`src/sv/atan2ra_pkg.sv`:
```
// Shared widths, fixed-point formats and the sideband type of the atan2 core.
// No dependencies; imported by every module of the block.
`default_nettype none

package atan2ra_pkg;

	// Input components, two's complement.
	localparam int IN_W       = 16;
	// Fraction bits of the output angle; the angle word has three integer bits.
	localparam int ANGLE_FRAC = 13;
	localparam int ANGLE_W    = ANGLE_FRAC + 3;

	// Magnitudes of the inputs fit an unsigned word of the input width.
	localparam int MAG_W      = IN_W;

	// The ratio of the smaller to the larger magnitude is Q1.15, at most one.
	localparam int RATIO_FRAC = 15;
	localparam int R_W        = RATIO_FRAC + 1;

	// Polynomial arithmetic is carried in Q30 within a 32-bit word.
	localparam int Q_FRAC     = 30;
	localparam int Q_W        = 32;

	// The atan magnitude in angle format never exceeds one plus one LSB.
	localparam int M_W        = ANGLE_FRAC + 1;

	// Quotient bits resolved per pipeline stage in both dividers.
	localparam int DIV_STEP   = 2;

	// Quadrant information that travels alongside each beat.
	typedef struct packed {
		logic xdom;
		logic x_neg;
		logic y_neg;
		logic zero;
	} side_t;

endpackage

`default_nettype wire

```
`src/sv/atan2ra_ratio_div.sv`:
```
// Pipelined restoring divider giving the rounded ratio min/max in Q1.15.
// Depends on atan2ra_pkg; instantiated by atan2_rational_approx_core.
`default_nettype none

module atan2ra_ratio_div (
	input  wire logic                         clk,
	input  wire logic                         arst_n,
	input  wire logic                         en,
	input  wire logic                         in_valid,
	input  wire atan2ra_pkg::side_t           in_side,
	input  wire logic [atan2ra_pkg::MAG_W-1:0] mn,
	input  wire logic [atan2ra_pkg::MAG_W-1:0] mx,
	output logic                              out_valid,
	output atan2ra_pkg::side_t                out_side,
	output logic [atan2ra_pkg::R_W-1:0]       ratio
);
	import atan2ra_pkg::*;

	localparam int N_W    = MAG_W + R_W;
	localparam int STAGES = (R_W + DIV_STEP - 1) / DIV_STEP;

	// Numerator with the rounding half of the divisor already added.
	logic [N_W-1:0] num;
	assign num = ({{R_W{1'b0}}, mn} << RATIO_FRAC) + {{(R_W + 1){1'b0}}, mx[MAG_W-1:1]};

	logic [MAG_W-1:0] rem_s  [STAGES];
	logic [MAG_W-1:0] mx_s   [STAGES];
	logic [R_W-1:0]   low_s  [STAGES];
	logic [R_W-1:0]   quo_s  [STAGES];
	side_t            side_s [STAGES];
	logic             valid_s[STAGES];

	for (genvar g = 0; g < STAGES; g++) begin : g_stage
		logic [MAG_W-1:0] rem_in;
		logic [MAG_W-1:0] mx_in;
		logic [R_W-1:0]   low_in;
		logic [R_W-1:0]   quo_in;
		side_t            side_in;
		logic             valid_in;
		logic [MAG_W-1:0] rem_nx;
		logic [R_W-1:0]   low_nx;
		logic [R_W-1:0]   quo_nx;
		logic [MAG_W:0]   trial;
		logic [MAG_W:0]   diff;

		if (g == 0) begin : g_first
			// The quotient is at most one in Q1.15, so the upper part of the
			// numerator is already below the divisor.
			assign rem_in   = num[N_W-1:R_W];
			assign low_in   = num[R_W-1:0];
			assign quo_in   = '0;
			assign mx_in    = mx;
			assign side_in  = in_side;
			assign valid_in = in_valid;
		end else begin : g_next
			assign rem_in   = rem_s[g-1];
			assign low_in   = low_s[g-1];
			assign quo_in   = quo_s[g-1];
			assign mx_in    = mx_s[g-1];
			assign side_in  = side_s[g-1];
			assign valid_in = valid_s[g-1];
		end

		always_comb begin
			rem_nx = rem_in;
			low_nx = low_in;
			quo_nx = quo_in;
			trial  = '0;
			diff   = '0;
			for (int j = 0; j < DIV_STEP; j++) begin
				if (g * DIV_STEP + j < R_W) begin
					trial = {rem_nx, low_nx[R_W-1]};
					diff  = trial - {1'b0, mx_in};
					if (trial >= {1'b0, mx_in}) begin
						rem_nx = diff[MAG_W-1:0];
						quo_nx = {quo_nx[R_W-2:0], 1'b1};
					end else begin
						rem_nx = trial[MAG_W-1:0];
						quo_nx = {quo_nx[R_W-2:0], 1'b0};
					end
					low_nx = {low_nx[R_W-2:0], 1'b0};
				end
			end
		end

		always_ff @(posedge clk or negedge arst_n) begin
			if (!arst_n) begin
				valid_s[g] <= 1'b0;
			end else if (en) begin
				valid_s[g] <= valid_in;
			end
		end

		always_ff @(posedge clk) begin
			if (en) begin
				rem_s[g]  <= rem_nx;
				low_s[g]  <= low_nx;
				quo_s[g]  <= quo_nx;
				mx_s[g]   <= mx_in;
				side_s[g] <= side_in;
			end
		end
	end

	assign out_valid = valid_s[STAGES-1];
	assign out_side  = side_s[STAGES-1];
	assign ratio     = quo_s[STAGES-1];

endmodule

`default_nettype wire

```
`config.mk`:
```
export PLATFORM = sky130hd
export DESIGN_NAME = atan2ra_ratio_div
export DESIGN_NICKNAME = d
export VERILOG_FILES = /design/src/sv/atan2ra_pkg.sv /design/src/sv/atan2ra_ratio_div.sv
export SDC_FILE = /design/constraint.sdc
export NUM_CORES = 1
export LEC_CHECK = 0
export ABC_CLOCK_PERIOD_IN_PS = 7730
export BUFFER_PORTS_ARGS = -buffer_cell sky130_fd_sc_hd__buf_2
export CORE_ASPECT_RATIO = 0.75
export CORE_UTILIZATION = 25
export DETAILED_ROUTE_END_ITERATION = 7
export PLACE_DENSITY = 0.37
export SYNTH_ARGS = -nofsm -noshare
export SYNTH_HDL_FRONTEND = slang
export SYNTH_SLANG_ARGS = --single-unit
```
`constraint.sdc`:
```
create_clock -name clk -period 7.73 [get_ports clk]
set_clock_uncertainty 0.05 [all_clocks]
set_input_delay 0 -clock clk [delete_from_list [all_inputs] [get_ports clk]]
set_output_delay 0 -clock clk [all_outputs]
set_load 0.05 [all_outputs]
```
==> out/metrics.cfg <==
[worst_setup_path]
slowest_delay_ns=0.70
crit_chain=inv_1 -> ha_1 -> nand3_1 -> o21ai_0 -> o21ba_2 -> a31oi_1 -> o21ai_2 -> nor2_1 -> a21oi_1 -> ha_1 -> nor2b_1 -> o21ai_0 -> a21oi_1 -> o21ai_0 -> a31oi_1 -> a221oi_1 -> nand2_1 -> nor2_2 -> buf_4 -> mux2_2
crit_path_start_kind=flop
reg2reg_slack_ns=0.66
critPathTopFamily=compound AO/OA/AOI/OAI gates
worstPathArrival_ns=7.35
r2r_end=rem_s[1][9]
r2r-start=low_s[0][1]
rr_worst_depth=20
cp.required_ns=8.01
timing.critical_path.mode_cell=o21ai_0
critPathKind=reg -> reg
cp_max_fo=15
crit_buf_inv=2
cp_slowest_cell=o21ai_0
crit_path_start=low_s[0][1]
endpoint_kind=flop

[yosys]
synth_fa_ha_area_share_pct=14.5
ys.flop_type=edfxtp_1
synth-edff-count=328
synth-simple-area-share_pct=9.45
synth.distinct_cells=86
synth-compound-area-share_pct=15.4
ys_warn_count=0
async_reset_ff_share_pct=2.38
ys_seq_area_share_pct=41.7
syn_area_per_cell_um2=10.8
ys_top_cells_by_area=edfxtp_1 (41%), ha_1 (13%), mux2_2 (7.7%)
synthMuxAreaShare_pct=8.70
ys_ff_latch=336
synth_nets=2543
syn-cell-area_um2=24100
synth_top_cell_by_area=edfxtp_1
synthCells=2232
synth_top_cell_area_share_pct=40.9
synth-xor-area-share_pct=6.61
synth_top_family_by_area=compound AO/OA/AOI/OAI gates

[cts]
cts_buffers=43
clk_pin_slew_worst_paths_ns=0.06
cts_tree=yes
htreeDepth=2
cts_setup_buffers=0
cts.sinks=336
clockBufferDepth=3
clk_latency_ns=0.60
root_buffer=clkbuf_16

[route]
wirelength_um=67700
ant_nets=0
firstDrtPassIters=5
wl_per_cell_um=18.6
drc=0
via_per_inst=4.79
drt_iter0_markers=1491
vias=17500

[sta]
max_freq_ghz=0.141
period_share_pct=91.4
slew_violations=0
fin_tns_setup_ns=0
setup_viol=0
fin_crit_ns=7.07
rsz0062_at_grt=no
worst_slew_margin_rel_pct=27.8
worst_pin_slew_ns=1.08
hold_viol_final=0

[final_layout]
nets=2670
drive_above_1_share_pct=14.4
stdcell_area_um2=27700
area_growth_pct=15.1

[die]
start_util_pct=25.3
pin_count=61
core_area_um2=95400
die_y_um=271
die_w_um=361
row_count=98
dieArea_um2=97700

[placement]
hpwl_um=53200
place_congestion=0.873
placed_cell_area_um2=26000
place.port_buffers=60

[global_routing]
overflow=0
grt_pass1_vias=16900
grt_first_pass_wirelength_um=103000
antenna_found_initial=1
grt_usage_pct=13.6
grt_max_degree=175

[worst_hold_path]
min_to=rem_s[0][8]
worstHoldPathType=in -> reg
min_path_cells=5
hold_start=mn[7]

[outcome]
outcome=finished clean

[run]
max-cap-violations=0

cell usage in the layout (no fill, tap or decap), drive strengths merged, types with 9 or more instances in the layout:
master and n:
nor2b 29, nand2b 29, o21a 41, buf 79, xnor2 133, nand3 35, nand2 111, o31ai 12
a211oi 23, mux2 172, clkinv 26, a31oi 21, a21oi 165, o31a 9, mux2i 13, clkbuf 48
o21ai 118, and3 14, inv 190, xor2 49, nor2 140, a21o 63, ha 256, edfxtp 328
nor4 12, o211ai 10, or3 10, o21bai 23, dlygate4sd3 37, nand4 33, fa 15, nor3 31
metal layers:
metal  wire length, um  track usage (%)  part of all wire, %
met1             38300             22.8                   57
met2             24300             17.3                   36
met3              3980             2.32                  5.9
met4              1070             2.83                  1.6
met5                 0                0                    0
sequential cells by signal, summed over array words and instances (netlist names):
name / count
g_stage.valid_in: 7
low_s: 13
mx_s: 99
out_valid: 1
quo_s: 72
rem_s: 112
side_s: 32
cells in the mapped netlist, types with 23 or more instances:
| library cell | instances |
|---|---|
| mux2_2 | 164 |
| nor3_1 | 31 |
| clkbuf_1 | 23 |
| edfxtp_1 | 328 |
| nand2_1 | 111 |
| nand2b_1 | 29 |
| nor2b_1 | 28 |
| nand4_1 | 33 |
| inv_1 | 189 |
| a21oi_1 | 160 |
| xor2_1 | 49 |
| o21ai_0 | 115 |
| o21bai_1 | 23 |
| ha_1 | 256 |
| nand3_1 | 35 |
| a21o_1 | 62 |
| nor2_1 | 139 |
| o21a_1 | 41 |
| xnor2_1 | 133 |
logic make-up (layout without fill, tap and decap cells):
family                   after synthesis  after routing
flip-flops                           336            336
XOR/XNOR                             182            182
AND/OR/NAND/NOR                      469            469
adder cells (fa/ha/maj)              271            271
AO/OA/AOI/OAI                        566            566
multiplexers                         185            185
buffers and inverters                223            384
other                                  0              2
worst min-delay path, delay by kind of cell:
kind            cells  cell delay (ns)
compound gates      2             0.32
buf+inv             1             0.10
simple gates        2             0.12
what timing repair did:
item | in CTS | in global routing
resized for setup | 0 | 0
hold buffers | 37 | 0
endpoints found under the setup margin | 0 | 0
hold endpoints to repair | 139 | 0
stage by stage:
stage	utilization [%]	hold slack, ns	worst slack, ns	cells
floorplan	-	-0.346	1.87	2232
global placement	27.2	-0.204	0.940	3527
detailed placement	27.2	-0.200	0.929	3527
CTS	29.1	0.0179	0.896	3643
global route	29.1	0.0532	0.163	3643
finish	29.1	0.0552	0.662	3645
worst max-delay path by stage:
| stage | end | cells after the start |
|---|---|---|
| 2_1_floorplan | rem_s[4][10] | 19 |
| 3_3_place_gp | rem_s[1][6] | 20 |
| 3_5_place_dp | rem_s[1][13] | 20 |
| 4_1_cts | rem_s[1][13] | 20 |
| 5_1_grt | rem_s[1][10] | 20 |
| 6_report | rem_s[1][9] | 20 |
layout make-up:
type / count / area [um^2]
Fill cell: 9820 / 67700
Multi-Input combinational cell: 1673 / 13200
Sequential cell: 336 / 10000
Timing Repair Buffer: 116 / 836
Clock inverter: 31 / 289
Clock buffer: 48 / 1090
Antenna cell: 2 / 5.00
Tap cell: 1250 / 1560
Inverter: 189 / 709
Power is left out: the tool's default activity adds up to more than one toggle a clock period on the data nets, which glitch-free logic cannot reach.
